## src/rtl/mlft_pkg.sv

```systemverilog
// Package: shared types and constants for the MAC learning forwarding table.
`default_nettype none
package mlft_pkg;

	localparam int AddrWidth = 48;
	localparam int PortWidth = 2;
	localparam int MaskWidth = 4;

	localparam logic [AddrWidth-1:0] BcastAddr = {AddrWidth{1'b1}};

	typedef logic [AddrWidth-1:0] mac_addr_t;
	typedef logic [PortWidth-1:0] port_t;
	typedef logic [MaskWidth-1:0] port_mask_t;

	// Header request
	typedef struct packed {
		mac_addr_t source_address;
		mac_addr_t destination_address;
		port_t     ingress_port;
	} req_t;

	// Forwarding decision
	typedef struct packed {
		port_mask_t forward_mask;
		logic       destination_known;
		logic       broadcast_seen;
	} rsp_t;

	// One learned table word
	typedef struct packed {
		port_t     port;
		mac_addr_t address;
	} entry_t;

	// Scan results handed from the compare unit to the sequencer
	typedef struct packed {
		logic  src_hit;
		logic  dst_hit;
		port_t dst_port;
	} match_t;

endpackage
`default_nettype wire

```

## src/rtl/mlft_stream_if.sv

```systemverilog
// Interface: valid/ready channel carrying one payload per request.
`default_nettype none
interface mlft_stream_if #(
	parameter type payload_t = logic
) ();
	logic     valid;
	logic     ready;
	payload_t payload;

	modport source(output valid, output payload, input ready);
	modport sink(input valid, input payload, output ready);
endinterface
`default_nettype wire

```

## src/rtl/mlft_ram.sv

```systemverilog
// Generic single-port-write, single-port-read RAM with registered read data.
`default_nettype none
module mlft_ram #(
	parameter int Width = 8,
	parameter int Depth = 16,
	localparam int AddrWidth = (Depth > 1) ? $clog2(Depth) : 1
) (
	input  wire logic                 clk,
	input  wire logic                 we,
	input  wire logic [AddrWidth-1:0] waddr,
	input  wire logic [Width-1:0]     wdata,
	input  wire logic [AddrWidth-1:0] raddr,
	output logic      [Width-1:0]     rdata
);
	logic [Width-1:0] mem [Depth];

	always_ff @(posedge clk) begin
		if (we) begin
			mem[waddr] <= wdata;
		end
		rdata <= mem[raddr];
	end
endmodule
`default_nettype wire

```

## src/rtl/mlft_match.sv

```systemverilog
// Compare unit: checks one table word per cycle against both keys, keeps hits.
`default_nettype none
module mlft_match #(
	parameter int IdxWidth = 4
) (
	input  wire logic                clk,
	input  wire logic                arst_n,
	input  wire logic                clear,
	input  wire logic                cmp_vld,
	input  wire logic [IdxWidth-1:0] cmp_idx,
	input  wire mlft_pkg::entry_t    entry,
	input  wire mlft_pkg::mac_addr_t src_key,
	input  wire mlft_pkg::mac_addr_t dst_key,
	output mlft_pkg::match_t         hits,
	output logic      [IdxWidth-1:0] src_idx,
	output logic      [IdxWidth-1:0] dst_idx
);
	import mlft_pkg::*;

	logic  src_eq;
	logic  dst_eq;
	logic  src_hit_q;
	logic  dst_hit_q;
	port_t dst_port_q;

	assign src_eq = (entry.address == src_key);
	assign dst_eq = (entry.address == dst_key);

	assign hits = '{src_hit: src_hit_q, dst_hit: dst_hit_q, dst_port: dst_port_q};

	always_ff @(posedge clk or negedge arst_n) begin
		if (!arst_n) begin
			src_hit_q <= 1'b0;
			dst_hit_q <= 1'b0;
		end else if (clear) begin
			src_hit_q <= 1'b0;
			dst_hit_q <= 1'b0;
		end else if (cmp_vld) begin
			if (src_eq) src_hit_q <= 1'b1;
			if (dst_eq) dst_hit_q <= 1'b1;
		end
	end

	// Addresses in the table are unique, so at most one word hits each key.
	always_ff @(posedge clk) begin
		if (cmp_vld && src_eq) begin
			src_idx <= cmp_idx;
		end
		if (cmp_vld && dst_eq) begin
			dst_idx    <= cmp_idx;
			dst_port_q <= entry.port;
		end
	end
endmodule
`default_nettype wire

```

## src/rtl/mac_learning_forwarding_table_unit.sv

```systemverilog
// Top level: MAC learning and forwarding table with a sequential table scan.
`default_nettype none
// Usage
//  req (sink): one frame header per request - source MAC, destination MAC,
//    ingress port. rsp (source): one forwarding decision per request -
//    port mask, destination-known flag, broadcast flag.
//  Learned entries always sit packed at the low end of the table, so a fill
//    count stands in for per-entry valid bits and reset needs no clearing pass.
//  Each header scans the n learned entries (n <= TABLE_ENTRIES) through one
//    table RAM read port, one entry per cycle, while a compare stage checks
//    each word against source and destination together. Then the learn
//    state learns the source (port update, free entry, or round-robin victim)
//    and loads the decision into the output register.
//  Steps: scan reads, a flush for the last compare, learn, then rsp.valid
//    from the output register (an empty table goes straight to learn).
//  A header is taken only in idle. A waiting decision does not block the
//    next request: the block returns to idle and takes the next header;
//    that header's decision is held back until rsp drains.
//  Reset (arst_n low, asynchronous): table empty, victim pointer zero,
//    no decision pending.
module mac_learning_forwarding_table_unit #(
	parameter int TABLE_ENTRIES = 16,
	parameter int PORT_COUNT    = 4
) (
	input  wire logic    clk,
	input  wire logic    arst_n,
	mlft_stream_if.sink   req,
	mlft_stream_if.source rsp
);
	import mlft_pkg::*;

	localparam int IdxWidth = (TABLE_ENTRIES > 1) ? $clog2(TABLE_ENTRIES) : 1;
	localparam int CntWidth = $clog2(TABLE_ENTRIES + 1);
	localparam logic [CntWidth-1:0] FullCount = CntWidth'(TABLE_ENTRIES);
	localparam logic [IdxWidth-1:0] LastIdx   = IdxWidth'(TABLE_ENTRIES - 1);
	localparam port_mask_t PortMask =
		(PORT_COUNT >= MaskWidth) ? {MaskWidth{1'b1}} : MaskWidth'((1 << PORT_COUNT) - 1);

	// sequencer codes
	localparam logic [1:0] StIdle  = 2'd0;
	localparam logic [1:0] StScan  = 2'd1; // issue reads
	localparam logic [1:0] StFlush = 2'd2; // last compare
	localparam logic [1:0] StLearn = 2'd3; // write table, load decision

	logic [1:0]          state_q;
	req_t                req_q;
	logic [CntWidth-1:0] fill_q;     // learned entries, always 0..fill_q-1
	logic [IdxWidth-1:0] victim_q;
	logic [IdxWidth-1:0] idx_q;      // scan read address
	logic                cmp_vld_s1;
	logic [IdxWidth-1:0] cmp_idx_s1;
	logic                rsp_vld_q;
	rsp_t                rsp_q;

	entry_t              rd_entry;
	entry_t              wr_entry;
	match_t              hits;
	logic [IdxWidth-1:0] src_idx;
	logic [IdxWidth-1:0] dst_idx;

	logic                req_fire;
	logic                last_rd;
	logic                learn_go;
	logic                full;
	logic                evict;
	logic [IdxWidth-1:0] wr_idx;
	logic                bcast;
	logic                self_dst;
	logic                known;
	port_t               fwd_port;
	port_mask_t          mask;

	assign req.ready = (state_q == StIdle);
	assign req_fire  = req.valid && req.ready;
	assign rsp.valid   = rsp_vld_q;
	assign rsp.payload = rsp_q;

	assign last_rd  = (CntWidth'(idx_q) + CntWidth'(1)) == fill_q;
	assign learn_go = (state_q == StLearn) && (!rsp_vld_q || rsp.ready);

	// --- learn decision ---
	assign full  = (fill_q == FullCount);
	assign evict = !hits.src_hit && full;
	always_comb begin
		if (hits.src_hit) begin
			wr_idx = src_idx;
		end else if (full) begin
			wr_idx = victim_q;
		end else begin
			wr_idx = fill_q[IdxWidth-1:0];
		end
	end
	assign wr_entry.port    = req_q.ingress_port;
	assign wr_entry.address = req_q.source_address;

	// --- forward decision, as seen after learning ---
	// A destination equal to the source is found at its fresh entry; a
	// destination found in the scan is lost if learning evicts its entry.
	assign bcast    = (req_q.destination_address == BcastAddr);
	assign self_dst = (req_q.destination_address == req_q.source_address);
	assign known    = !bcast && (self_dst ||
		(hits.dst_hit && !(evict && (victim_q == dst_idx))));
	assign fwd_port = self_dst ? req_q.ingress_port : hits.dst_port;
	assign mask     = known ? (PortMask & (MaskWidth'(1) << fwd_port))
		: (PortMask & ~(MaskWidth'(1) << req_q.ingress_port));

	// --- sequencer ---
	always_ff @(posedge clk or negedge arst_n) begin
		if (!arst_n) begin
			state_q    <= StIdle;
			fill_q     <= '0;
			victim_q   <= '0;
			idx_q      <= '0;
			cmp_vld_s1 <= 1'b0;
		end else begin
			cmp_vld_s1 <= (state_q == StScan);
			unique case (state_q)
				StIdle: begin
					if (req_fire) begin
						idx_q   <= '0;
						state_q <= (fill_q == '0) ? StLearn : StScan;
					end
				end
				StScan: begin
					idx_q <= idx_q + IdxWidth'(1);
					if (last_rd) state_q <= StFlush;
				end
				StFlush: begin
					state_q <= StLearn;
				end
				StLearn: begin
					if (learn_go) begin
						state_q <= StIdle;
						if (!hits.src_hit) begin
							if (full) begin
								victim_q <= (victim_q == LastIdx) ? '0 : victim_q + IdxWidth'(1);
							end else begin
								fill_q <= fill_q + CntWidth'(1);
							end
						end
					end
				end
				default: state_q <= StIdle;
			endcase
		end
	end

	always_ff @(posedge clk) begin
		cmp_idx_s1 <= idx_q;
		if (req_fire) req_q <= req.payload;
		if (learn_go) begin
			rsp_q.forward_mask      <= mask;
			rsp_q.destination_known <= known;
			rsp_q.broadcast_seen    <= bcast;
		end
	end

	// output register
	always_ff @(posedge clk or negedge arst_n) begin
		if (!arst_n) begin
			rsp_vld_q <= 1'b0;
		end else if (learn_go) begin
			rsp_vld_q <= 1'b1;
		end else if (rsp.ready) begin
			rsp_vld_q <= 1'b0;
		end
	end

	mlft_ram #(
		.Width($bits(entry_t)),
		.Depth(TABLE_ENTRIES)
	) u_table (
		.clk  (clk),
		.we   (learn_go),
		.waddr(wr_idx),
		.wdata(wr_entry),
		.raddr(idx_q),
		.rdata(rd_entry)
	);

	mlft_match #(
		.IdxWidth(IdxWidth)
	) u_match (
		.clk    (clk),
		.arst_n (arst_n),
		.clear  (req_fire),
		.cmp_vld(cmp_vld_s1),
		.cmp_idx(cmp_idx_s1),
		.entry  (rd_entry),
		.src_key(req_q.source_address),
		.dst_key(req_q.destination_address),
		.hits   (hits),
		.src_idx(src_idx),
		.dst_idx(dst_idx)
	);

`ifndef SYNTH
	a_fill_bound: assert property (@(posedge clk) disable iff (!arst_n)
		fill_q <= FullCount)
		else $error("fill count beyond table size");

	a_scan_in_range: assert property (@(posedge clk) disable iff (!arst_n)
		(state_q == StScan) |-> (CntWidth'(idx_q) < fill_q))
		else $error("scan reads an unlearned entry");

	a_victim_when_full: assert property (@(posedge clk) disable iff (!arst_n)
		!$stable(victim_q) |-> $past(fill_q == FullCount))
		else $error("victim pointer moved with free entries left");

	a_learn_loads_rsp: assert property (@(posedge clk) disable iff (!arst_n)
		learn_go |=> rsp_vld_q && (state_q == StIdle))
		else $error("decision not loaded after learn");

	a_accept_starts: assert property (@(posedge clk) disable iff (!arst_n)
		req_fire |=> (state_q == StScan) || (state_q == StLearn))
		else $error("accepted request did not start a lookup");
`endif
endmodule
`default_nettype wire
```

## src/flat_wrapper.sv

```systemverilog
// flat-port wrapper written by rule: the top's interface ports become plain ports
module mac_learning_forwarding_table_unit_flat import mlft_pkg::*;
#(
	parameter int TABLE_ENTRIES = 16,
	parameter int PORT_COUNT    = 4
)
  (clk, arst_n, req_valid, req_payload, req_ready, rsp_valid, rsp_payload, rsp_ready);
  mlft_stream_if req_i ();
  mlft_stream_if rsp_i ();
  input  wire logic clk;
  input  wire logic arst_n;
  input wire logic [$bits(req_i.valid)-1:0] req_valid;
  input wire logic [$bits(req_i.payload)-1:0] req_payload;
  output wire logic [$bits(req_i.ready)-1:0] req_ready;
  output wire logic [$bits(rsp_i.valid)-1:0] rsp_valid;
  output wire logic [$bits(rsp_i.payload)-1:0] rsp_payload;
  input wire logic [$bits(rsp_i.ready)-1:0] rsp_ready;
  assign req_i.valid = req_valid;
  assign req_i.payload = req_payload;
  assign req_ready = req_i.ready;
  assign rsp_valid = rsp_i.valid;
  assign rsp_payload = rsp_i.payload;
  assign rsp_i.ready = rsp_ready;
  mac_learning_forwarding_table_unit #(.TABLE_ENTRIES(TABLE_ENTRIES), .PORT_COUNT(PORT_COUNT)) u_core (.clk(clk), .arst_n(arst_n), .req(req_i), .rsp(rsp_i));
endmodule
```

## config.mk

```make
export PLATFORM = sky130hd
export DESIGN_NAME = mac_learning_forwarding_table_unit_flat
export DESIGN_NICKNAME = d
export VERILOG_FILES = /design/src/rtl/mlft_pkg.sv /design/src/rtl/mlft_stream_if.sv /design/src/rtl/mlft_ram.sv /design/src/rtl/mlft_match.sv /design/src/rtl/mac_learning_forwarding_table_unit.sv /design/src/flat_wrapper.sv
export SDC_FILE = /design/constraint.sdc
export NUM_CORES = 1
export LEC_CHECK = 0
export ABC_AREA = 1
export BUFFER_PORTS_ARGS = -buffer_cell sky130_fd_sc_hd__buf_2
export CORE_MARGIN = 4
export CORE_UTILIZATION = 50
export DETAILED_ROUTE_END_ITERATION = 6
export MAX_ROUTING_LAYER = met4
export PLACE_DENSITY = 0.65
export SLEW_MARGIN = 20
export SYNTH_ARGS = -nofsm -noshare
export SYNTH_HDL_FRONTEND = slang
export SYNTH_HIERARCHICAL = 1
export SYNTH_SLANG_ARGS = --single-unit
```

## constraint.sdc

```tcl
create_clock -name clk -period 4.4 [get_ports clk]
set_input_delay 0.22 -clock clk [delete_from_list [all_inputs] [get_ports clk]]
set_output_delay 0.22 -clock clk [all_outputs]
set_load 0.02 [all_outputs]
```

# == Yosys cells after proc, flatten, opt, wreduce, memory -nomap -nowiden ==
# Cells that the tools add are included.
# word_totals
output_inout_bits,3
input_bits,5
elab_cells,47
reg_bits,62
# op_classes
reduce_logical,15
eq_ne,8
mux,12
n_addsub,3
bitwise_logic,2
# op_table
operator,count
$logic_not 48->1,1
$mux 2,4
$pmux 2 s4,1
$pmux 4 s2,1
$reduce_bool 2->1,4
$add 4x1->5 const B,1
$add 5x1->5 const B,1
$eq 5x5->1,1
$eq 5x5->1 const B,1
$logic_not 5->1,1
$mux 1,5
$add 4x1->4 const B,1
$eq 2x2->1 const B,2
$mux 4,1
$ne 2x1->1 const B,2
$reduce_and 2->1,2
$reduce_and 4->1,1
$reduce_and 3->1,1
$eq 2x1->1 const B,1
$logic_and 1x1->1,2
$logic_not 2->1,1
$ne 2x2->1 const B,1
$not 1->1,2
$logic_not 1->1,1
$logic_or 1x1->1,1

# == Depth between registers and ports, before layout ==
# Gate-level depths: netlist (run 1).
# depth
word_depth,5
depth_mapped,12
ltp_nobuf,12

# == By module ==
# The synthesis (run 1) kept the hierarchy.
# by_module_without_submodules
mod,seq_area_each_um2,n_inst,area_each_um2,cells_per_inst
mlft_ram,25024.0,1,35480.3,3297
mlft_match,350.3,1,2150.8,457
mac_learning_forwarding_table_unit,535.5,1,1218.7,148

# == Worst setup path before layout (run 1) ==
# No wires, ideal clock.
# synth_path
path_type,register -> register
start,register u_core.fill_q[0]
end,register u_core/u_table/mem[15][0] (netlist name)
required_ns,3.942
setup_time_ns,0.458
arrival_time_ns,3.570
path_stages_with_launch,11
setup_slack_ns,0.372
n_path_buf,0
period_less_slack_ns,4.028
path_cell_list,dfrtp_1 inv_1 ha_1 nand2_2 nor2_4 nand2_4 inv_1 a21oi_1 o21ai_0 nand2_1 nor2_1
# synth_lines
item,line_no,text
start: declaration,mac_learning_forwarding_table_unit.sv:47,logic [CntWidth-1:0] fill_q;
start signal: assignment,mac_learning_forwarding_table_unit.sv:138,fill_q <= fill_q + CntWidth'(1);

==> metrics.csv, run 1 <==
stage,metric,value,unit
clocking,ctsHoldBuffers,3,
synthesis,yosysWarnings,6,
drt,drt_pass1_iterations,6,
timing,setup-tns-final,0,ns
setup_path,worst-r2r-setup-slack,1.27,ns
status,run_status,finished clean,
timing,setup_viol,0,
synthesis,syn_area_per_cell,10.2,um2
timing,fin_crit_sh,71.2,%
final_layout,layout_commonest_cell,nand2_1,
die,start_util,50.7,%
run,cap_violations,0,
setup_path,crit_path_start_kind,register,
drt,ant_nets,0,
clocking,tritoncts,built,
power_and_ir_drop,sw_frac_of_total,34.0,%
power_and_ir_drop,switchingPower,0.00814,W
die,ios,8,
power_and_ir_drop,power-per-cell-area,553,mW/mm2
power_and_ir_drop,power.internal,0.0158,W
power_and_ir_drop,p_leak,19.9,nW
drt,post_drt_wl_per_cell,13.8,um
synthesis,synthCells,3564,
final_layout,multi_input_comb_area,0.0114,mm2
place,hpwl,40500,um
setup_path,worstPathArrival,3.42,ns
grt,use_met2,35.2,%
clocking,cts_buffers,88,
clocking,cts_sinks,842,
clocking,clockRootBuffer,clkbuf_16,
grt,met3_usage,2.74,%
setup_path,cp-end-kind,register,
power_and_ir_drop,power,0.0239,W
drt,drc,0,
grt,grt.busiest_layer,met2,
final_layout,final_cell_mix,"nand2_1 (1166), conb_1 (857), edfxtp_1 (772), inv_1 (666), nand3_1 (596)",
clocking,ctsResizeCount,0,
place,place_area,0.0402,mm2
setup_path,path_class,reg -> reg,
min_path,hold_path.class,in -> async,
final_layout,antennaDiodeCount,0,
timing,final_max_slew_viol_count,0,
place,io_buffer_count,5,
setup_path,reg2reg_from,u_core/fill_q[0]$_DFFE_PN0P_,
place,place_worst_setup_slack,1.26,ns
clocking,cts.clk_slew.worst_paths,0.06,ns
synthesis,synth_area,0.0364,mm2
timing,hold_violations,0,
timing,skew,0.0258,ns
die,dieArea,0.0772,mm2
die,core,0.0719,mm2
drt,vias_per_cell,4.29,
grt,grt.met1_usage,25.2,%
setup_path,cp_data_required_time,4.68,ns
drt,dr_total_vias,23260,
die,dieWidth,278,um
power_and_ir_drop,clockPowerShare,31.6,%
power_and_ir_drop,power_frac_seq,40.7,%
die,rows,98,
clocking,post_cts_buffers,0,
clocking,clk_path_buf_depth,3,
setup_path,crit_fanout,22,
clocking,clk-insertion-delay-late,0.64,ns
grt,antenna_found_initial,0,
power_and_ir_drop,peakVddDrop,0.00141,V
timing,slew_headroom,25.6,%
timing,rsz0062_at_grt,false,
drt,first_iter_violations,1483,
timing,max_freq,319,MHz
timing,setup_slack,1.27,ns
timing,max_slew.worst_pin.slew,1.12,ns
setup_path,timing.rr.end,u_core/u_table/mem[1][3]$_DFFE_PP_,
grt,grt_pass1_vias,22755,
drt,wirelength,75000,um
final_layout,drive_gt1_share,5.02,%
final_layout,final_cell_area,0.0432,mm2
grt,grt_start_max_net_pins,198,
grt,grt_usage,20.4,%
setup_path,ff2ff_path_depth,12,
grt,overflow,0,
clocking,htreeDepth,3,
place,globalplace.congestion,0.801,
final_layout,register_area,0.0247,mm2
timing,fin_crit,3.13,ns
final_layout,layout.nets,4405,
power_and_ir_drop,pwr-share-comb,27.7,%
die,fp.dieH,278,um
final_layout,fillers,5977,
final_layout,area_growth,18.7,%
grt,grt_pass1_wl,120000,um
how the worst max path moves through the flow:
stage                                             from                                   to  slack, ns  depth (start not counted)
after global placement    u_core/fill_q[1]$_DFFE_PN0P_  u_core/u_table/mem[1][45]$_DFFE_PP_       1.32                         12
after CTS                 u_core/fill_q[0]$_DFFE_PN0P_   u_core/u_table/mem[1][3]$_DFFE_PP_       1.23                         12
final                     u_core/fill_q[0]$_DFFE_PN0P_   u_core/u_table/mem[1][3]$_DFFE_PP_       1.27                         12
after global routing      u_core/fill_q[0]$_DFFE_PN0P_   u_core/u_table/mem[1][3]$_DFFE_PP_       1.04                         12
after floorplan           u_core/fill_q[0]$_DFFE_PN0P_  u_core/u_table/mem[15][0]$_DFFE_PP_       0.46                         10
after detailed placement  u_core/fill_q[0]$_DFFE_PN0P_  u_core/u_table/mem[1][45]$_DFFE_PP_       1.26                         12
worst max-delay path, cell delays in order, from the launching register on:
cell,delay (ns)
dfrtp_1,0.39
inv_1,0.12
ha_1,0.22
nand2_2,0.08
nor2_4,0.04
nand2_4,0.12
inv_1,0.08
nand2_1,0.07
a31oi_1,0.12
inv_1,0.10
nand3_1,0.32
nor2_4,0.64
buf_4,0.45
layer usage:
layer  up-vias  part of all wire (%)
met5         -                     0
met4         0                   3.0
met3       117                   4.3
met2       420                    50
met1     10549                    43
li1      12174                     -
metrics by stage:
step | hold WS [ns] | instances | utilization, %
final | 0.0543 | 5416 | 60.2
after global routing | 0.0736 | 5416 | 60.2
after CTS | 0.0427 | 5416 | 60.2
after detailed placement | 0.189 | 5249 | 56.0
after global placement | 0.183 | 5249 | 56.0
after floorplan | -0.0756 | 4420 | -
sequential cells by signal, indices dropped and copies added, names as in the netlist:
signal / flops
u_core/u_table/rdata: 48
u_core/u_table/mem: 768
u_core/rsp.valid: 1
u_core/cmp_vld_s1: 1
u_core/cmp_idx_s1: 4
u_core/idx_q: 4
u_core/u_match/src_idx: 4
u_core/fill_q: 5
u_core/victim_q: 4
u_core/state_q: 2
u_core/u_match/src_hit_q: 1
power groups by stage:
stage	combinational [W]	sequential [W]	clock (W)
final	0.00663	0.00972	0.00756
after floorplan	0.00510	0.00968	0
after detailed placement	0.00670	0.00988	0
after global placement	0.00663	0.00988	0
after CTS	0.00674	0.00972	0.00772
after global routing	0.00747	0.00978	0.00808
area by class of cell:
class	count	area share [%]
clock buffers	116	5.68
clock inverters	48	1.17
inverters	684	5.99
multi-input cells	2727	26.3
flip-flops and latches	842	57.1
well taps	950	2.75
repair buffers	49	1.04
Note: power is estimated with default switching activity, not from simulation.
==> run 2, diff against run 1 <==
--- a/config.mk
+++ b/config.mk
@@ -5,13 +5,13 @@
 export SDC_FILE = /design/constraint.sdc
 export NUM_CORES = 1
 export LEC_CHECK = 0
-export ABC_AREA = 1
+export ABC_AREA = 0
 export BUFFER_PORTS_ARGS = -buffer_cell sky130_fd_sc_hd__buf_2
 export CORE_MARGIN = 4
 export CORE_UTILIZATION = 50
 export DETAILED_ROUTE_END_ITERATION = 6
 export MAX_ROUTING_LAYER = met4
-export PLACE_DENSITY = 0.65
+export PLACE_DENSITY = 0.68
 export SLEW_MARGIN = 20
 export SYNTH_ARGS = -nofsm -noshare
 export SYNTH_HDL_FRONTEND = slang
==> constraint.sdc (replaced) <==
create_clock -name clk -period 2.7 [get_ports clk]
set_input_delay 0.135 -clock clk [delete_from_list [all_inputs] [get_ports clk]]
set_output_delay 0.135 -clock clk [all_outputs]
set_load 0.02 [all_outputs]
==> metrics.csv, run 2 <==
stage,metric,value,unit,change
status,run_status,finished clean,,
clocking,cts_buffers,84,,-4.5%
grt,grt_usage,19.0,%,-1.4 points
timing,fin_crit_sh,96.2,%,+25 points
timing,skew,0.0147,ns,-0.0110 ns
setup_path,cp_cell_sequence,"inv_2, ha_4, nor4bb_2, buf_4, a21oi_2, o21ai_2, nand3b_1, buf_4, nor3_4, buf_4, buf_8",,
drt,first_iter_violations,1218,,-18%
die,fp.dieH,260,um,-6.5%
grt,use_met2,29.7,%,-5.5 points
setup_path,cp_num_buf_inv,5,,+1
setup_path,crit_fanout,24,,+9.1%
setup_path,cp.depth,11,,-1
final_layout,largest_register_ffs,768,,unchanged
power_and_ir_drop,clockPowerShare,32.0,%,+0.4 points
synthesis,synthCells,1450,,-59%
final_layout,antennaDiodeCount,0,,unchanged
power_and_ir_drop,sw_frac_of_total,26.7,%,-7.3 points
timing,slew_headroom,42.7,%,+17 points
power_and_ir_drop,peakVddDrop,0.000609,V,-57%
final_layout,final_cell_area,0.0397,mm2,-8.1%
clocking,clk-insertion-delay-late,0.61,ns,-0.03 ns
power_and_ir_drop,pwr-share-comb,24.5,%,-3.2 points
die,rows,92,,-6.1%
timing,worst_hold_slack,0.359,ns,+0.305 ns
final_layout,top_regs,"u_core/u_table/mem: 768 flops, u_core/u_table/rdata: 48 flops, u_core/fill_q: 5 flops",,
clocking,cts_sinks,842,,unchanged
power_and_ir_drop,switchingPower,0.00967,W,+19%
grt,grt.busiest_layer,met2,,
final_layout,layout_commonest_cell,conb_1,,
die,core,0.0629,mm2,-13%
power_and_ir_drop,p_leak,14.4,nW,-27%
final_layout,drive_gt1_share,18.7,%,+14 points
place,hpwl,37400,um,-7.6%
timing,fin_crit,2.60,ns,-0.535 ns
drt,vias_per_cell,4.61,,+7.3%
clocking,clockRootBuffer,clkbuf_16,,
final_layout,layout.nets,2400,,-46%
drt,dr_total_vias,15221,,-35%
clocking,clk_path_buf_depth,3,,unchanged
synthesis,yosysWarnings,6,,unchanged
final_layout,regMostFlops,u_core/u_table/mem,,
setup_path,max_stage_delay,0.39,ns,-0.25 ns
synthesis,synth_area,0.0317,mm2,-13%
die,ios,8,,unchanged
grt,grt_start_max_net_pins,88,,-56%
setup_path,crit_path_start_kind,register,,
clocking,tritoncts,built,,
setup_path,cp_slowest_cell,dfrtp_1,,
min_path,hold_path_depth,4,,
timing,final_max_slew_viol_count,0,,unchanged
power_and_ir_drop,power,0.0362,W,+51%
power_and_ir_drop,power-per-cell-area,911,mW/mm2,+65%
grt,grt_pass1_vias,16352,,-28%
drt,drt_pass1_iterations,5,,-1
place,io_buffer_count,5,,unchanged
timing,setup_viol,0,,unchanged
clocking,htreeDepth,3,,unchanged
drt,ant_nets,0,,unchanged
setup_path,cp-end-kind,register,,
power_and_ir_drop,power.internal,0.0265,W,+68%
setup_path,path_delay_family,buffers and inverters,,
timing,max_slew.worst_pin.slew,0.857,ns,-0.259 ns
setup_path,critPathMostFrequentCell,buf_4,,
grt,met3_usage,2.81,%,+0.071 points
run,cap_violations,0,,unchanged
grt,grt_pass1_wl,92700,um,-23%
final_layout,fin_util,63.2,%,+3.1 points
clocking,cts.clk_slew.worst_paths,0.06,ns,about the same
power_and_ir_drop,power_frac_seq,43.5,%,+2.8 points
setup_path,ff2ff_path_depth,11,,-1
drt,wirelength,59600,um,-21%
timing,max_freq,385,MHz,+21%
die,dieWidth,260,um,-6.5%
timing,setup-tns-final,0,ns,unchanged
grt,antenna_found_initial,1,,+1
die,start_util,50.4,%,-0.28 points
timing,hold_violations,0,,unchanged
drt,drc,0,,unchanged
die,dieArea,0.0674,mm2,-13%
setup_path,path_class,reg -> reg,,
place,globalplace.congestion,0.807,,+0.67%
grt,overflow,0,,unchanged
place,place_area,0.0368,mm2,-8.6%
min_path,hold_path.class,in -> reg,,
drt,post_drt_wl_per_cell,18.0,um,+30%
final_layout,final_cell_mix,"conb_1 (822), edfxtp_1 (772), mux4_2 (192), a22oi_1 (96), clkbuf_16 (90)",,
final_layout,area_growth,25.4,%,
setup_path,worstPathArrival,2.89,ns,-0.53 ns
synthesis,syn_area_per_cell,21.8,um2,+110%
grt,grt.met1_usage,26.7,%,+1.6 points
setup_path,cp_data_required_time,2.99,ns,-1.69 ns
-- run 2: path summary, 6_finish.rpt --
kind | from | to | slack [ns]
min reg2reg | u_core/cmp_idx_s1[3]$_DFF_P_ | u_core/u_match/src_idx[3]$_DFFE_PP_ | 0.40
max in group asynchronous | arst_n | u_core/idx_q[0]$_DFFE_PN0P_ | 1.37
min | rsp_ready | u_core/rsp.valid$_DFFE_PN0P_ | 0.36
max | u_core/fill_q[1]$_DFFE_PN0P_ | u_core/u_table/mem[4][14]$_DFFE_PP_ | 0.10
max reg2reg | u_core/fill_q[1]$_DFFE_PN0P_ | u_core/u_table/mem[4][14]$_DFFE_PP_ | 0.10
min in group asynchronous | arst_n | u_core/idx_q[1]$_DFFE_PN0P_ | 0.70
-- run 2: per-layer routing --
layer / up-vias / wire length, um / part of all wire, %
met3: 87 / 2910 / 4.9
met5: - / 0 / 0
met2: 301 / 29300 / 49
met1: 7736 / 26000 / 44
li1: 7097 / - / -
met4: 0 / 1300 / 2.2
-- run 2: area by class of cell --
class | count | area, um2
flip-flops and latches | 842 | 24700
fillers | 4452 | 23100
multi-input cells | 1344 | 9860
clock buffers | 121 | 2450
repair buffers | 107 | 1320
well taps | 846 | 1060
clock inverters | 34 | 335
inverters | 8 | 30.0
-- run 2: tightest hold or removal path, stage by stage --
cell	delay, ns
dlygate4sd3_1	0.52
buf_2	0.09
or2b_2	0.12
nand2_1	0.05
-- run 2: what timing repair did --
| item | 4_1_cts | 5_1_grt |
|---|---|---|
| endpoints found under the hold margin | 23 | 0 |
| setup buffers | 0 | 7 |
| resized for setup | 0 | 6 |
| setup endpoints to repair | 0 | 126 |
| hold buffers | 4 | 0 |
-- run 2: power groups by stage --
stage	Sequential (W)	Combinational, W	Clock, W
floorplan	0.0159	0.00632	0
global placement	0.0160	0.00880	0
detailed placement	0.0160	0.00891	0
CTS	0.0157	0.00894	0.0119
global route	0.0158	0.00961	0.0125
finish	0.0157	0.00887	0.0116
-- run 2: stage by stage --
step,setup slack (ns),std cells
floorplan,-0.580,2271
CTS,0.0439,3293
detailed placement,0.0815,3134
global placement,0.0784,3134
global route,-0.00280,3302
finish,0.103,3302
==> run 3, diff against run 2 <==
==> constraint.sdc (replaced) <==
create_clock -name clk -period 2.7 [get_ports clk]
set_input_delay 0.81 -clock clk [delete_from_list [all_inputs] [get_ports clk]]
set_output_delay 0.81 -clock clk [all_outputs]
set_load 0.02 [all_outputs]
==> metrics.csv, run 3 (synthesis gave the netlist of run 2 again) <==
stage,metric,value,unit,change
status,run_status,finished clean,,
drt,post_drt_wl_per_cell,18.2,um,+1.1%
setup_path,worstPathArrival,2.99,ns,+0.10 ns
clocking,clockRootBuffer,clkbuf_16,,
clocking,clk_path_buf_depth,3,,unchanged
timing,hold_violations,0,,unchanged
timing,skew,0.0260,ns,+0.0112 ns
grt,grt_start_max_net_pins,49,,-44%
setup_path,max_stage_delay,0.39,ns,about the same
die,ios,8,,unchanged
place,hpwl,36600,um,-2.1%
drt,ant_nets,0,,unchanged
clocking,ctsHoldBuffers,0,,-4
run,cap_violations,0,,unchanged
timing,setup_viol,0,,unchanged
final_layout,stdcell_count,3312,,+0.30%
setup_path,cp_data_required_time,3.03,ns,+0.04 ns
setup_path,crit_fanout,13,,-46%
final_layout,area_growth,26.0,%,
final_layout,drive_gt1_share,19.2,%,+0.53 points
power_and_ir_drop,peakVddDrop,0.000464,V,-24%
grt,grt_pass1_wl,93300,um,+0.54%
clocking,cts_sinks,842,,unchanged
drt,first_iter_violations,1263,,+3.7%
timing,fin_crit_sh,98.6,%,+2.5 points
setup_path,timing.rr.end,u_core/u_table/mem[13][22]$_DFFE_PP_,,
final_layout,regMostFlops,u_core/u_table/mem,,
clocking,htreeDepth,3,,unchanged
drt,drt_pass1_iterations,5,,unchanged
die,start_util,50.4,%,unchanged
timing,slew_headroom,55.5,%,+13 points
die,fp.dieH,260,um,unchanged
timing,final_max_slew_viol_count,0,,unchanged
die,core,0.0629,mm2,unchanged
grt,overflow,0,,unchanged
power_and_ir_drop,p_leak,14.5,nW,+0.54%
place,dpl.cell_count,3132,,-0.064%
timing,max_freq,375,MHz,-2.5%
drt,wirelength,60400,um,+1.4%
setup_path,path_class,reg -> reg,,
setup_path,path_delay_family,buffers and inverters,,
final_layout,layout.nets,2409,,+0.38%
clocking,clk-insertion-delay-late,0.62,ns,about the same
setup_path,cp_cell_sequence,"inv_2, ha_4, nor4bb_4, buf_6, buf_4, a21oi_1, o21ai_2, buf_12, nand2b_1, buf_12, nor2_4, buf_4, clkbuf_16",,
grt,antenna_found_initial,0,,-1
place,io_buffer_count,5,,unchanged
final_layout,layout_commonest_cell,conb_1,,
grt,grt_usage,19.0,%,-0.054 points
power_and_ir_drop,power-per-cell-area,907,mW/mm2,-0.44%
clocking,cts_buffers,86,,+2.4%
power_and_ir_drop,power,0.0362,W,about the same
final_layout,top_regs,"u_core/u_table/mem: 768 flops, u_core/u_table/rdata: 48 flops, u_core/fill_q: 5 flops",,
die,rows,92,,unchanged
grt,grt_pass1_vias,16297,,-0.34%
drt,vias_per_cell,4.64,,+0.56%
setup_path,reg2reg_from,u_core/fill_q[0]$_DFFE_PN0P_,,
final_layout,final_cell_area,0.0399,mm2,+0.44%
setup_path,worst-r2r-setup-slack,0.04,ns,-0.07 ns
setup_path,cp_slowest_cell,dfrtp_1,,
setup_path,ff2ff_path_depth,13,,+2
clocking,cts.clk_slew.worst_paths,0.06,ns,about the same
min_path,hold_path.class,in -> async,,
final_layout,final_cell_mix,"conb_1 (822), edfxtp_1 (772), mux4_2 (192), clkbuf_16 (98), a22oi_1 (96)",,
setup_path,crit_path_start_kind,register,,
setup_path,cp_num_buf_inv,7,,+2
timing,setup_slack,0.0365,ns,-0.0667 ns
place,globalplace.congestion,0.754,,-6.5%
place,place_worst_setup_slack,0.0105,ns,-0.0710 ns
timing,fin_crit,2.66,ns,+0.0667 ns
drt,drc,0,,unchanged
drt,dr_total_vias,15352,,+0.86%
final_layout,largest_register_ffs,768,,unchanged
clocking,tritoncts,built,,
die,dieArea,0.0674,mm2,unchanged
timing,max_slew.worst_pin.slew,0.668,ns,-0.189 ns
place,place_area,0.0368,mm2,about the same
setup_path,cp-end-kind,register,,
die,dieWidth,260,um,unchanged
final_layout,antennaDiodeCount,0,,unchanged
-- run 3: cell count changes in the layout (fill, tap and decap cells not counted), moves of 4 or more --
cell / previous run / this run
buf_12: 36 / 41
clkbuf_16: 90 / 98
clkbuf_8: 15 / 6
clkinv_2: 11 / 18
dlygate4sd3_1: 4 / 0
inv_6: 1 / 5
-- run 3: power by group --
group	switching, W	internal, W	total, W
registers	0.000476	0.0153	0.0158
clock network	0.00471	0.00674	0.0115
logic	0.00457	0.00439	0.00896
-- run 3: worst max-delay path by stage --
stage	startpoint	end	slack, ns	cells past startpoint
after CTS	u_core/fill_q[0]$_DFFE_PN0P_	u_core/u_table/mem[2][47]$_DFFE_PP_	0.03	12
after detailed placement	rsp_ready	u_core/u_table/mem[0][27]$_DFFE_PP_	0.01	6
after global routing	u_core/fill_q[1]$_DFFE_PN0P_	u_core/u_table/mem[13][5]$_DFFE_PP_	-0.08	13
after floorplan	u_core/fill_q[0]$_DFFE_PN0P_	u_core/u_table/mem[8][0]$_DFFE_PP_	-0.58	8
after global placement	rsp_ready	u_core/u_table/mem[0][27]$_DFFE_PP_	0.02	6
final	u_core/fill_q[0]$_DFFE_PN0P_	u_core/u_table/mem[13][22]$_DFFE_PP_	0.04	13
-- run 3: repair_timing --
| action | CTS | global route |
|---|---|---|
| resized for setup | 0 | 8 |
| endpoints found under the setup margin | 0 | 490 |
| buffers inserted | 0 | 14 |
-- run 3: stage by stage --
step / setup TNS [ns] / hold WS (ns) / utilization, %
2_1_floorplan: -291.74 / 0.386 / -
3_3_place_gp: 0 / 0.387 / 58.5
3_5_place_dp: 0 / 0.389 / 58.5
4_1_cts: 0 / 0.0916 / 62.9
5_1_grt: -9.67 / 0.133 / 63.5
6_report: 0 / 0.121 / 63.5
-- run 3: layer usage --
layer / part of all wire, % / GRT usage [%]
met3: 5.4 / 3.10
met1: 44 / 26.7
met2: 50 / 29.7
met4: 1.4 / 4.48
met5: 0 / -
-- run 3: layout make-up --
class | instances | area, um2
clock buffer | 116 | 2410
clock inverter | 42 | 344
fill | 4429 | 22900
inverter | 8 | 30.0
multi-input combinational | 1344 | 9870
sequential | 842 | 24700
tap | 846 | 1060
timing repair buffer | 114 | 1510
